--- config.mk ---
export PLATFORM = sky130hd
export DESIGN_NAME = sliding_window_statistics_top
export DESIGN_NICKNAME = d
export VERILOG_FILES = /design/src/rtl/swst_pkg.sv /design/src/rtl/swst_front.sv /design/src/rtl/swst_queue.sv /design/src/rtl/swst_back.sv /design/src/rtl/sliding_window_statistics_top.sv
export SDC_FILE = /design/constraint.sdc
export NUM_CORES = 2
export LEC_CHECK = 0
export ABC_AREA = 1
export BUFFER_PORTS_ARGS = -buffer_cell sky130_fd_sc_hd__buf_4
export CORE_MARGIN = 4
export CORE_UTILIZATION = 47
export CTS_BUF_LIST = sky130_fd_sc_hd__clkbuf_8
export CTS_CLUSTER_SIZE = 25
export DETAILED_ROUTE_END_ITERATION = 10
export GPL_TIMING_DRIVEN = 1
export PLACE_DENSITY = 0.69
export SLEW_MARGIN = 20
export SYNTH_ARGS = -nofsm -noshare
export SYNTH_HDL_FRONTEND = slang
export SYNTH_SLANG_ARGS = --single-unit
--- constraint.sdc ---
create_clock -name i_clk -period 6.6 [get_ports i_clk]
set_input_delay 0.66 -clock i_clk [delete_from_list [all_inputs] [get_ports i_clk]]
set_output_delay 0.66 -clock i_clk [all_outputs]
set_load 0.02 [all_outputs]
--- src/rtl/swst_pkg.sv ---
`timescale 1ns / 1ps
`default_nettype none
// ----------------------------------------------------------------------------
// swst_pkg: shared types and constants for sliding window statistics
// Sizes, queue entry and result records, back end state encoding.
// ----------------------------------------------------------------------------
package swst_pkg;

    localparam int MAX_WINDOW  = 64;
    localparam int SAMPLE_BITS = 16;

    localparam int LEN_W   = 7;                             // window_length register
    localparam int PTR_W   = $clog2(MAX_WINDOW);
    localparam int FILL_W  = $clog2(MAX_WINDOW + 1);
    localparam int CMP_W   = (LEN_W > FILL_W) ? LEN_W : FILL_W;
    localparam int SUM_W   = SAMPLE_BITS + $clog2(MAX_WINDOW);
    localparam int CNT_W   = $clog2(SUM_W + 1);
    localparam int TOTAL_W = 32;
    localparam int QDEPTH  = 2;
    localparam int QPTR_W  = $clog2(QDEPTH);
    localparam int QCNT_W  = $clog2(QDEPTH + 1);

    localparam int PADDR_W          = 3;
    localparam int PDATA_W          = 32;
    localparam logic [LEN_W-1:0] WIN_LEN_RESET = LEN_W'(16);
    localparam logic [PADDR_W-3:0] REG_WIN_LEN = '0;        // word index of window_length

    typedef logic signed [SAMPLE_BITS-1:0] t_sample;

    // one classified sample waiting for the back end
    typedef struct packed {
        t_sample             sample;
        logic [PTR_W-1:0]    ptr;
        logic [FILL_W-1:0]   fill;
        logic [TOTAL_W-1:0]  total;
    } t_job;

    typedef struct packed {
        t_sample                   latest;
        t_sample                   window_min;
        t_sample                   window_max;
        logic [SAMPLE_BITS-1:0]    spread;
        t_sample                   mean;
        logic [FILL_W-1:0]         fill_count;
        logic [TOTAL_W-1:0]        total_count;
    } t_result;

    typedef enum logic [1:0] {
        S_IDLE,
        S_SCAN,
        S_DIV,
        S_HOLD
    } t_back_state;

endpackage
`default_nettype wire

--- src/rtl/swst_front.sv ---
`timescale 1ns / 1ps
`default_nettype none
// ----------------------------------------------------------------------------
// swst_front: input beat acceptance and bookkeeping
// Tracks ring write pointer, window fill and saturating total per sample.
// ----------------------------------------------------------------------------
module swst_front
    import swst_pkg::*;
(
    input  wire logic              i_clk,
    input  wire logic              i_rst_n,
    input  wire logic [LEN_W-1:0]  i_win_len,
    input  wire logic              i_valid,
    input  wire t_sample           i_sample,
    output logic                   o_ready,
    output logic                   o_push,
    output t_job                   o_job,
    input  wire logic              i_full
);

    logic [PTR_W-1:0]   r_wptr,  n_wptr;
    logic [FILL_W-1:0]  r_fill,  n_fill;
    logic [TOTAL_W-1:0] r_total, n_total;
    logic [FILL_W-1:0]  eff_len;
    logic [CMP_W-1:0]   len_x;

    assign o_ready = !i_full;
    assign o_push  = i_valid && !i_full;

    // zero length acts as one, oversize saturates
    always_comb begin
        len_x = CMP_W'(i_win_len);
        if (i_win_len == '0) begin
            eff_len = FILL_W'(1);
        end else if (len_x > CMP_W'(MAX_WINDOW)) begin
            eff_len = FILL_W'(MAX_WINDOW);
        end else begin
            eff_len = FILL_W'(len_x);
        end
    end

    always_comb begin
        n_wptr  = (r_wptr == PTR_W'(MAX_WINDOW - 1)) ? '0 : r_wptr + PTR_W'(1);
        n_fill  = (({1'b0, r_fill} + (FILL_W+1)'(1)) < {1'b0, eff_len})
                  ? r_fill + FILL_W'(1) : eff_len;
        n_total = (r_total == '1) ? r_total : r_total + TOTAL_W'(1);
    end

    always_comb begin
        o_job.sample = i_sample;
        o_job.ptr    = r_wptr;
        o_job.fill   = n_fill;
        o_job.total  = n_total;
    end

    always_ff @(posedge i_clk) begin
        if (!i_rst_n) begin
            r_wptr  <= '0;
            r_fill  <= '0;
            r_total <= '0;
        end else if (o_push) begin
            r_wptr  <= n_wptr;
            r_fill  <= n_fill;
            r_total <= n_total;
        end
    end

endmodule
`default_nettype wire

--- src/rtl/swst_queue.sv ---
`timescale 1ns / 1ps
`default_nettype none
// ----------------------------------------------------------------------------
// swst_queue: short job queue between front and back end
// Two-entry FIFO so the front keeps taking beats while the back end works.
// ----------------------------------------------------------------------------
module swst_queue
    import swst_pkg::*;
(
    input  wire logic  i_clk,
    input  wire logic  i_rst_n,
    input  wire logic  i_push,
    input  wire t_job  i_job,
    output logic       o_full,
    input  wire logic  i_pop,
    output logic       o_empty,
    output t_job       o_job
);

    t_job                r_mem [QDEPTH];
    logic [QPTR_W-1:0]   r_wr;
    logic [QPTR_W-1:0]   r_rd;
    logic [QCNT_W-1:0]   r_cnt;

    assign o_full  = (r_cnt == QCNT_W'(QDEPTH));
    assign o_empty = (r_cnt == '0);
    assign o_job   = r_mem[r_rd];

    always_ff @(posedge i_clk) begin
        if (i_push) begin
            r_mem[r_wr] <= i_job;
        end
    end

    always_ff @(posedge i_clk) begin
        if (!i_rst_n) begin
            r_wr  <= '0;
            r_rd  <= '0;
            r_cnt <= '0;
        end else begin
            if (i_push) begin
                r_wr <= r_wr + QPTR_W'(1);
            end
            if (i_pop) begin
                r_rd <= r_rd + QPTR_W'(1);
            end
            case ({i_push, i_pop})
                2'b10:   r_cnt <= r_cnt + QCNT_W'(1);
                2'b01:   r_cnt <= r_cnt - QCNT_W'(1);
                default: r_cnt <= r_cnt;
            endcase
        end
    end

endmodule
`default_nettype wire

--- src/rtl/swst_back.sv ---
`timescale 1ns / 1ps
`default_nettype none
// ----------------------------------------------------------------------------
// swst_back: sample ring, window scan, mean divider and result register
// Writes the sample, scans fill entries one per cycle, divides bit-serially.
// ----------------------------------------------------------------------------
module swst_back
    import swst_pkg::*;
(
    input  wire logic  i_clk,
    input  wire logic  i_rst_n,
    input  wire logic  i_empty,
    input  wire t_job  i_job,
    output logic       o_pop,
    output logic       o_valid,
    input  wire logic  i_ready,
    output t_result    o_res
);

    t_back_state r_state, n_state;

    t_sample                  r_mem [MAX_WINDOW];
    t_sample                  r_rdata;
    logic                     r_rvld;
    logic [PTR_W-1:0]         r_addr;
    logic [FILL_W-1:0]        r_left;

    t_sample                  r_sample;
    logic [FILL_W-1:0]        r_fill;
    logic [TOTAL_W-1:0]       r_total;
    t_sample                  r_lo;
    t_sample                  r_hi;
    logic signed [SUM_W-1:0]  r_sum;

    logic                     r_neg;
    logic [SUM_W-1:0]         r_quo;
    logic [FILL_W-1:0]        r_rem;
    logic [CNT_W-1:0]         r_cnt;

    logic                     r_o_valid;
    t_result                  r_res;

    logic                     rd_en;
    logic                     div_load;
    logic                     div_step;
    logic                     out_load;
    logic                     out_free;

    logic [FILL_W:0]          rem_sh;
    logic                     rem_ge;
    logic [SUM_W-1:0]         quo_signed;
    logic [SAMPLE_BITS-1:0]   spread;

    assign out_free = !r_o_valid || i_ready;
    assign o_valid  = r_o_valid;
    assign o_res    = r_res;

    // next state
    always_comb begin
        n_state = r_state;
        case (r_state)
            S_IDLE: begin
                if (!i_empty) n_state = S_SCAN;
            end
            S_SCAN: begin
                if (r_left == '0 && !r_rvld) n_state = S_DIV;
            end
            S_DIV: begin
                if (r_cnt == CNT_W'(1)) n_state = S_HOLD;
            end
            S_HOLD: begin
                if (out_free) n_state = S_IDLE;
            end
            default: n_state = S_IDLE;
        endcase
    end

    // control outputs
    always_comb begin
        o_pop    = 1'b0;
        rd_en    = 1'b0;
        div_load = 1'b0;
        div_step = 1'b0;
        out_load = 1'b0;
        case (r_state)
            S_IDLE: o_pop    = !i_empty;
            S_SCAN: begin
                rd_en    = (r_left != '0);
                div_load = (r_left == '0) && !r_rvld;
            end
            S_DIV:  div_step = 1'b1;
            S_HOLD: out_load = out_free;
            default: ;
        endcase
    end

    always_ff @(posedge i_clk) begin
        if (!i_rst_n) r_state <= S_IDLE;
        else          r_state <= n_state;
    end

    // sample ring
    always_ff @(posedge i_clk) begin
        if (o_pop) begin
            r_mem[i_job.ptr] <= i_job.sample;
        end
        if (rd_en) begin
            r_rdata <= r_mem[r_addr];
        end
    end

    always_comb begin
        rem_sh     = {r_rem, r_quo[SUM_W-1]};
        rem_ge     = (rem_sh >= {1'b0, r_fill});
        quo_signed = r_neg ? (-r_quo) : r_quo;
        spread     = SAMPLE_BITS'(r_hi - r_lo);
    end

    always_ff @(posedge i_clk) begin
        if (!i_rst_n) begin
            r_rvld <= 1'b0;
        end else begin
            r_rvld <= rd_en;
        end
    end

    always_ff @(posedge i_clk) begin
        if (o_pop) begin
            r_sample <= i_job.sample;
            r_fill   <= i_job.fill;
            r_total  <= i_job.total;
            r_lo     <= i_job.sample;
            r_hi     <= i_job.sample;
            r_sum    <= '0;
            r_addr   <= i_job.ptr;
            r_left   <= i_job.fill;
        end else begin
            if (rd_en) begin
                r_addr <= (r_addr == '0) ? PTR_W'(MAX_WINDOW - 1) : r_addr - PTR_W'(1);
                r_left <= r_left - FILL_W'(1);
            end
            if (r_rvld) begin
                if (r_rdata < r_lo) r_lo <= r_rdata;
                if (r_rdata > r_hi) r_hi <= r_rdata;
                r_sum <= r_sum + SUM_W'(r_rdata);
            end
        end
    end

    // restoring divide of |sum| by fill, one quotient bit per cycle
    always_ff @(posedge i_clk) begin
        if (div_load) begin
            r_neg <= r_sum[SUM_W-1];
            r_quo <= r_sum[SUM_W-1] ? SUM_W'(-r_sum) : SUM_W'(r_sum);
            r_rem <= '0;
            r_cnt <= CNT_W'(SUM_W);
        end else if (div_step) begin
            r_rem <= rem_ge ? FILL_W'(rem_sh - {1'b0, r_fill}) : FILL_W'(rem_sh);
            r_quo <= {r_quo[SUM_W-2:0], rem_ge};
            r_cnt <= r_cnt - CNT_W'(1);
        end
    end

    always_ff @(posedge i_clk) begin
        if (!i_rst_n) begin
            r_o_valid <= 1'b0;
        end else if (out_load) begin
            r_o_valid <= 1'b1;
        end else if (i_ready) begin
            r_o_valid <= 1'b0;
        end
    end

    always_ff @(posedge i_clk) begin
        if (out_load) begin
            r_res.latest      <= r_sample;
            r_res.window_min  <= r_lo;
            r_res.window_max  <= r_hi;
            r_res.spread      <= spread;
            r_res.mean        <= t_sample'(quo_signed[SAMPLE_BITS-1:0]);
            r_res.fill_count  <= r_fill;
            r_res.total_count <= r_total;
        end
    end

endmodule
`default_nettype wire

--- src/rtl/sliding_window_statistics_top.sv ---
`timescale 1ns / 1ps
`default_nettype none
// ----------------------------------------------------------------------------
// sliding_window_statistics_top: windowed min/max/mean over Q8.8 samples
// Input channel i_valid/o_ready carries one signed Q8.8 sample per beat.
// Output channel o_valid/i_ready returns one result beat per sample: the
// sample, window min, max, spread, truncated mean, fill and total count.
// window_length sits at APB byte address 0 (reset 16); write it only while
// no sample is in flight. Zero acts as one, values above 64 saturate.
//
// A sample's result follows these steps after the back end pops it: the pop
// and ring write, F ring reads for a fill of F (one read port, one entry
// per cycle), folding in the last read and loading the divider, bit-serial
// division for the mean, and loading the result register. The back end
// handles one sample at a time and pops the next only once the result
// register has taken the last one.
// The front end takes beats into a two-entry queue, so up to two samples
// are accepted while the back end is busy or the receiver stalls; a held
// result simply waits in the output register until i_ready.
// Reset clears pointer, fill, total count, queue and output valid; the
// ring is not cleared, since only written entries are ever read.
// ----------------------------------------------------------------------------
module sliding_window_statistics_top
    import swst_pkg::*;
(
    input  wire logic                    i_clk,
    input  wire logic                    i_rst_n,
    // APB configuration
    input  wire logic                    psel,
    input  wire logic                    penable,
    input  wire logic                    pwrite,
    input  wire logic [PADDR_W-1:0]      paddr,
    input  wire logic [PDATA_W-1:0]      pwdata,
    output logic [PDATA_W-1:0]           prdata,
    output logic                         pready,
    // sample input
    input  wire logic                    i_valid,
    output logic                         o_ready,
    input  wire logic signed [SAMPLE_BITS-1:0] i_sample,
    // result output
    output logic                         o_valid,
    input  wire logic                    i_ready,
    output logic signed [SAMPLE_BITS-1:0] o_latest,
    output logic signed [SAMPLE_BITS-1:0] o_window_min,
    output logic signed [SAMPLE_BITS-1:0] o_window_max,
    output logic [SAMPLE_BITS-1:0]       o_spread,
    output logic signed [SAMPLE_BITS-1:0] o_mean,
    output logic [FILL_W-1:0]            o_fill_count,
    output logic [TOTAL_W-1:0]           o_total_count
);

    logic [LEN_W-1:0] r_win_len;
    logic             sel_len;
    logic             cfg_wr;

    logic    push;
    logic    pop;
    logic    q_full;
    logic    q_empty;
    t_job    front_job;
    t_job    q_job;
    t_result res;

    // register decode on word index, low byte bits ignored
    assign pready  = 1'b1;
    assign sel_len = (paddr[PADDR_W-1:2] == REG_WIN_LEN);
    assign cfg_wr  = psel && penable && pwrite && pready && sel_len;
    assign prdata  = sel_len ? PDATA_W'(r_win_len) : '0;

    always_ff @(posedge i_clk) begin
        if (!i_rst_n) begin
            r_win_len <= WIN_LEN_RESET;
        end else if (cfg_wr) begin
            r_win_len <= pwdata[LEN_W-1:0];
        end
    end

    swst_front u_front (
        .i_clk     (i_clk),
        .i_rst_n   (i_rst_n),
        .i_win_len (r_win_len),
        .i_valid   (i_valid),
        .i_sample  (i_sample),
        .o_ready   (o_ready),
        .o_push    (push),
        .o_job     (front_job),
        .i_full    (q_full)
    );

    swst_queue u_queue (
        .i_clk   (i_clk),
        .i_rst_n (i_rst_n),
        .i_push  (push),
        .i_job   (front_job),
        .o_full  (q_full),
        .i_pop   (pop),
        .o_empty (q_empty),
        .o_job   (q_job)
    );

    swst_back u_back (
        .i_clk   (i_clk),
        .i_rst_n (i_rst_n),
        .i_empty (q_empty),
        .i_job   (q_job),
        .o_pop   (pop),
        .o_valid (o_valid),
        .i_ready (i_ready),
        .o_res   (res)
    );

    assign o_latest      = res.latest;
    assign o_window_min  = res.window_min;
    assign o_window_max  = res.window_max;
    assign o_spread      = res.spread;
    assign o_mean        = res.mean;
    assign o_fill_count  = res.fill_count;
    assign o_total_count = res.total_count;

endmodule
`default_nettype wire

=== Word-level counts from Yosys, hierarchy flattened ===
Memory sizes are Yosys's and may differ from the RTL's. A register that Yosys moved wholly into a read port is not among the register bits.
Cells that the tools add are included.

* Muxes and demuxes: 41
* Bitwise gates (word level): 1
* Magnitude comparators: 5
* Add/subtract/negate cells: 16
* Equal/unequal tests: 13
* Reductions and logical operators: 26

{| class="wikitable"
|+ Operator list
! kind !! count
|-
| 16-bit 2-to-1 mux || 7
|-
| 22-bit 2-to-1 mux || 3
|-
| 7-bit 2-to-1 mux || 7
|-
| 32-bit by 1-bit adder with 32-bit output (second input constant) || 1
|-
| 32-bit == test (second input constant) || 1
|-
| 32-bit 2-to-1 mux || 1
|-
| 6-bit 2-to-1 mux || 4
|-
| 22-bit by 16-bit adder with 22-bit output || 1
|-
| 22-bit negator || 1
|-
| 16-bit greater-than comparator || 1
|-
| 16-bit < comparator || 1
|-
| 16-bit negator || 1
|-
| 16-bit subtractor || 1
|-
| 7-bit zero test || 2
|-
| 2-bit nonzero test || 7
|-
| 1-bit 2-to-1 mux || 13
|-
| 7-bit by 1-bit adder with 8-bit output (second input constant) || 1
|-
| 2-bit == test (second input constant) || 4
|-
| 8-bit by 7-bit greater-or-equal comparator with 1-bit output || 1
|-
| 8-bit by 7-bit < comparator with 1-bit output || 1
|-
| 2-bit 2-to-1 mux || 4
|-
| 2-bit one-hot mux with 4 select lines || 1
|-
| 7-bit by 1-bit adder with 7-bit output (second input constant) || 1
|-
| 7-bit greater-than comparator (second input constant) || 1
|-
| 23 further kinds || 36
|}

* Output and inout bits: 154
* Memories kept: 2
* RAM bits: 1146
* Flip-flop bits (word level): 336

{| class="wikitable"
|+ Memory list
! name !! words !! width !! rd ports !! clocked after Yosys merged registers in !! wr ports !! line !! text
|-
| u_back.r_mem || 64 || 16 || 1 || 1 || 1 || swst_back.sv:22 || <nowiki>t_sample r_mem [MAX_WINDOW];</nowiki>
|-
| u_queue.r_mem || 2 || 61 || 1 || 1 || 1 || swst_queue.sv:20 || <nowiki>t_job r_mem [QDEPTH];</nowiki>
|}

=== Depth between registers and ports, before layout ===
* Depth in word-level cells: 5
* Mapped depth: 17

=== Hierarchy ===
From an unflattened synthesis, not the netlist that was laid out.

* Cells, all modules: 5665
* Area total of the unflattened synthesis: 64602.0 sq um

{| class="wikitable"
|+ Modules (own cells, without submodules)
! module !! cells each !! area each (sq um) !! instances !! sequential area each (sq um)
|-
| swst_back || 4811 || 55728.4 || 1 || 39257.7
|-
| swst_queue || 225 || 4933.5 || 1 || 3763.6
|-
| swst_front || 539 || 3339.5 || 1 || 900.9
|-
| sliding_window_statistics_top || 90 || 600.6 || 1 || 140.1
|}

=== Worst setup path before layout ===
OpenSTA, ideal clock, no wires.

* Path type: input-to-reg
* Start point: input port i_ready
* End point: register u_back.r_res (netlist bit u_back.o_res[0]), enable pin
* Cell stages on the path: 2
* Data arrival time: 6.402 ns
* Path slack: -0.439 ns
* Data required time: 5.963 ns
* Path buffers: 0
* Setup time: 0.637 ns
* Cell sequence: inv_1 a21oi_1

* Word-level cells in the longest chain between the ends: 2

{| class="wikitable"
|+ Ends and longest elaborated chain
! item !! line !! text
|-
| start, declared || sliding_window_statistics_top.sv:42 || <nowiki>input wire logic i_ready,</nowiki>
|-
| 1-bit logical OR || swst_back.sv:54 || <nowiki>assign out_free = !r_o_valid || i_ready;</nowiki>
|-
| 1-bit 2-to-1 mux || swst_back.sv:85 || <nowiki>case (r_state)</nowiki>
|-
| net u_back.out_load || swst_back.sv:46 || <nowiki>logic out_load;</nowiki>
|-
| end, declared || swst_back.sv:41 || <nowiki>t_result r_res;</nowiki>
|}

The timed path passes the listed nets, and every way through them passes these cells.
A chain may end at the register's enable or synchronous reset.

==> metrics.csv <==
stage,metric,value,unit
power_and_ir_drop,p_int,19400,uW
drt,drt_iter0_drc,4693,
worst_setup_path,path_buf_inv,3,
global_routing,grt_first_pass_wirelength,231000,um
yosys,synthMostInstantiatedCell,edfxtp_1,
sta,finalHoldViolCount,0,
global_routing,grtUsageTotal,21.3,%
global_routing,overflow,0,
yosys,synth_top_cells_by_area,"edfxtp_1 67%, nor2_1 5.6%, o21ai_0 4.7%",
sta,hold_slack,111,ps
yosys,synthesis.area,0.0630,sq mm
yosys,yosysTopAreaCell,edfxtp_1,
die,die_w,374,um
power_and_ir_drop,switching_share,39.1,%
finish,drive_gt1_share,11.8,%
clock_network,post_cts_buffers,0,
finish,fin_area,0.0703,sq mm
worst_setup_path,crit_family,buffers and inverters,
yosys,syn_avg_cell_area,12.1,sq um
clock_network,cts_tree,yes,
worst_hold_path,hold_class,primary input to flop,
sta,rsz0062_at_grt,false,
power_and_ir_drop,sequentialPowerShare,41.6,%
yosys,synthFlopType,edfxtp_1,
yosys,synth_top_cell_area_share,67.0,%
power_and_ir_drop,p_leak,0.0251,uW
sta,max_freq,254,MHz
worst_setup_path,cp_max_fo,192,
finish,synthToLayoutAreaGrowth,11.6,%
drt,viasPerCell,5.56,
outcome,status,finished clean,
yosys,synth-edff-count,1404,
worst_setup_path,startpoint,u_back.r_addr[1],
die,io_pins,212,
sta,finalMaxSlewViolations,0,
drt,postRouteWirelength,153000,um
drt,ant_nets,0,
yosys,ys_seq_area_share,70.0,%
clock_network,clockBufferDepth,3,
sta,worstMarginPinSlew,1150,ps
placed_design,placed_area,0.0658,sq mm
worst_hold_path,min_path_cells,3,
yosys,syn_inst,5189,
worst_setup_path,rr_worst_depth,9,
finish,multi_input_area,0.0164,sq mm
global_routing,grt_pass1_vias,39204,
worst_setup_path,worstPathArrival,4580,ps
drt,vias,41129,
worst_setup_path,crit_type,flop to flop,
sta,fin_skew,51.4,ps
worst_setup_path,start_kind,flop,
power_and_ir_drop,ir_drop,369,uV
clock_network,clk_pin_slew_worst_paths,70,ps
clock_network,cts_root_buf,clkbuf_8,
global_routing,antenna_found_initial,1,
clock_network,ctsHtreeMaxLevel,4,
run,maxCapViolations,0,
yosys,ys_warn_count,0,
finish,n_fill_cell,11224,
yosys,synthArstFlopShare,0,%
worst_setup_path,cp_cell_sequence,buf_4 -> clkinv_8 -> buf_12 -> o21ai_0 -> o22ai_1 -> o211ai_1 -> nand3_1 -> nand3_1 -> nand2_1,
die,num_rows,134,
power_and_ir_drop,p_comb_share,36.1,%
yosys,ys_seq_elements,1499,
die,initial_core_util,47.2,%
sta,slew_headroom,23.2,%
worst_setup_path,rrSetupSlack,2670,ps
die,dieArea,0.140,sq mm
worst_setup_path,crit_path_top_delay_cell,buf_12,
drt,drc_errors,0,
worst_hold_path,hold_start,i_rst_n,
clock_network,insertion_delay,940,ps
worst_setup_path,worstSetupEndpointType,flop,
worst_setup_path,worst_path_most_repeated_cell,nand3_1,
die,core,0.133,sq mm
drt,firstDrtPassIters,6,
sta,tns,0,ps
clock_network,cts_buffers,224,
worst_setup_path,cp.required,7250,ps
drt,wl_per_cell,20.7,um
placed_design,numPortBuffers,158,
worst_setup_path,max_stage_delay,600,ps
sta,setup_viol,0,
clock_network,cts.sinks,1499,
placed_design,place_hpwl,86000,um
worst_setup_path,r2r_start,u_back.r_addr[1],
clock_network,postCtsHoldBufs,25,
finish,seqCellArea,0.0441,sq mm
finish,final_util,52.7,%
power_and_ir_drop,powerDensity,452,mW/mm^2
power_and_ir_drop,clock_power_share,22.3,%
sta,period_share,59.5,%
global_routing,grt_max_degree,193,
die,die_h,374,um
power_and_ir_drop,p_sw,12400,uW
worst_hold_path,hold_end,u_front.r_wptr[1],
yosys,synth_cell_type_count,61,
clock_network,ctsResizeCount,0,
worst_setup_path,r2r_end,u_back.r_rdata[7],
finish,fin_nets,5586,
yosys,synthTopCellsByCount,"1404 x edfxtp_1, 946 x nor2_1, 586 x o21ai_0",
sta,fin_crit,3930,ps
placed_design,gp_congestion,0.895,
per-layer routing:
layer | up-vias | wire (um) | track usage (%)
li1 | 19155 | - | -
met1 | 19979 | 64200 | 29.7
met2 | 1690 | 71200 | 33.7
met3 | 305 | 12500 | 3.40
met4 | 0 | 4960 | 8.18
met5 | - | 0 | 0
metrics by stage:
step | worst slack, ps | total power, uW | instances
5_1_grt | 2740 | 33600 | 7391
4_1_cts | 2880 | 31900 | 7390
6_report | 2670 | 31800 | 7391
3_5_place_dp | 2960 | 24800 | 6947
2_1_floorplan | 1980 | 21000 | 5213
3_3_place_gp | 3000 | 24500 | 6947
worst max path at each step:
stage                         to  slack, ps  depth (start not counted)
2_1_floorplan    u_back.o_res[0]       1980                          2
6_report       u_back.r_rdata[7]       2670                          9
3_3_place_gp   u_back.r_rdata[7]       3000                          9
4_1_cts        u_back.r_rdata[7]       2880                          9
5_1_grt        u_back.r_rdata[7]       2740                          9
3_5_place_dp   u_back.r_rdata[7]       2960                          9
cells in the final DEF, fill, tap and decap left out, types with 94 or more instances in the layout:
| master | count |
|---|---|
| a21oi_1 | 125 |
| buf_4 | 260 |
| clkbuf_8 | 232 |
| dfxtp_1 | 94 |
| edfxtp_1 | 1404 |
| ha_1 | 95 |
| inv_1 | 366 |
| nand2_1 | 459 |
| nand3_1 | 283 |
| nor2_1 | 934 |
| o211ai_1 | 167 |
| o21ai_0 | 586 |
layout make-up:
| type | count | area share (%) |
|---|---|---|
| Timing Repair Buffer | 289 | 3.25 |
| Clock buffer | 232 | 4.54 |
| Multi-Input combinational cell | 3126 | 23.3 |
| Clock inverter | 186 | 1.45 |
| Inverter | 290 | 1.59 |
| Tap cell | 1768 | 3.15 |
| Antenna cell | 1 | 0.00356 |
| Sequential cell | 1499 | 62.7 |
worst register-to-register path: stages (launching register included):
cell	delay (ps)
edfxtp_1	360
buf_4	330
clkinv_8	480
buf_12	930
o21ai_0	380
o22ai_1	140
o211ai_1	340
nand3_1	200
nand3_1	310
nand2_1	150
cell families (layout without fill, tap and decap cells):
kind of cell    after synthesis  count (layout)  synth area share, %
fa+ha+maj                    98              98                 1.98
simple gates               1796            1796                 11.8
mux                          62              62                 1.09
flops                      1499            1499                 70.0
other cells                   2              27               0.0119
compound gates             1068            1068                 9.86
xor+xnor                     76              76                 1.06
buf+inv                     588             997                 4.23
sequential cells by signal (all words and copies together) (netlist names), 2 cells and up, named ones only:
register         count
u_back.r_mem      1024
u_queue.r_mem      122
u_back.o_res       119
u_back.r_total      32
u_front.r_total     32
u_back.r_quo        22
u_back.r_sum        22
u_back.r_hi         16
u_back.r_lo         16
u_back.r_rdata      16
u_back.r_sample     16
r_win_len            7
u_back.r_fill        7
u_back.r_left        7
u_back.r_rem         7
u_front.r_fill       7
u_back.r_addr        6
u_front.r_wptr       6
u_back.r_cnt         5
u_back.r_state       2
u_queue.r_cnt        2
power groups by stage:
stage	sequential, uW	combinational [uW]	clock [uW]
finish	13200	11500	7090
global route	13300	12600	7670
CTS	13200	11400	7230
detailed placement	13400	11400	0
global placement	13400	11100	0
floorplan	13200	7790	0
Power figures use the tool's default switching activity.
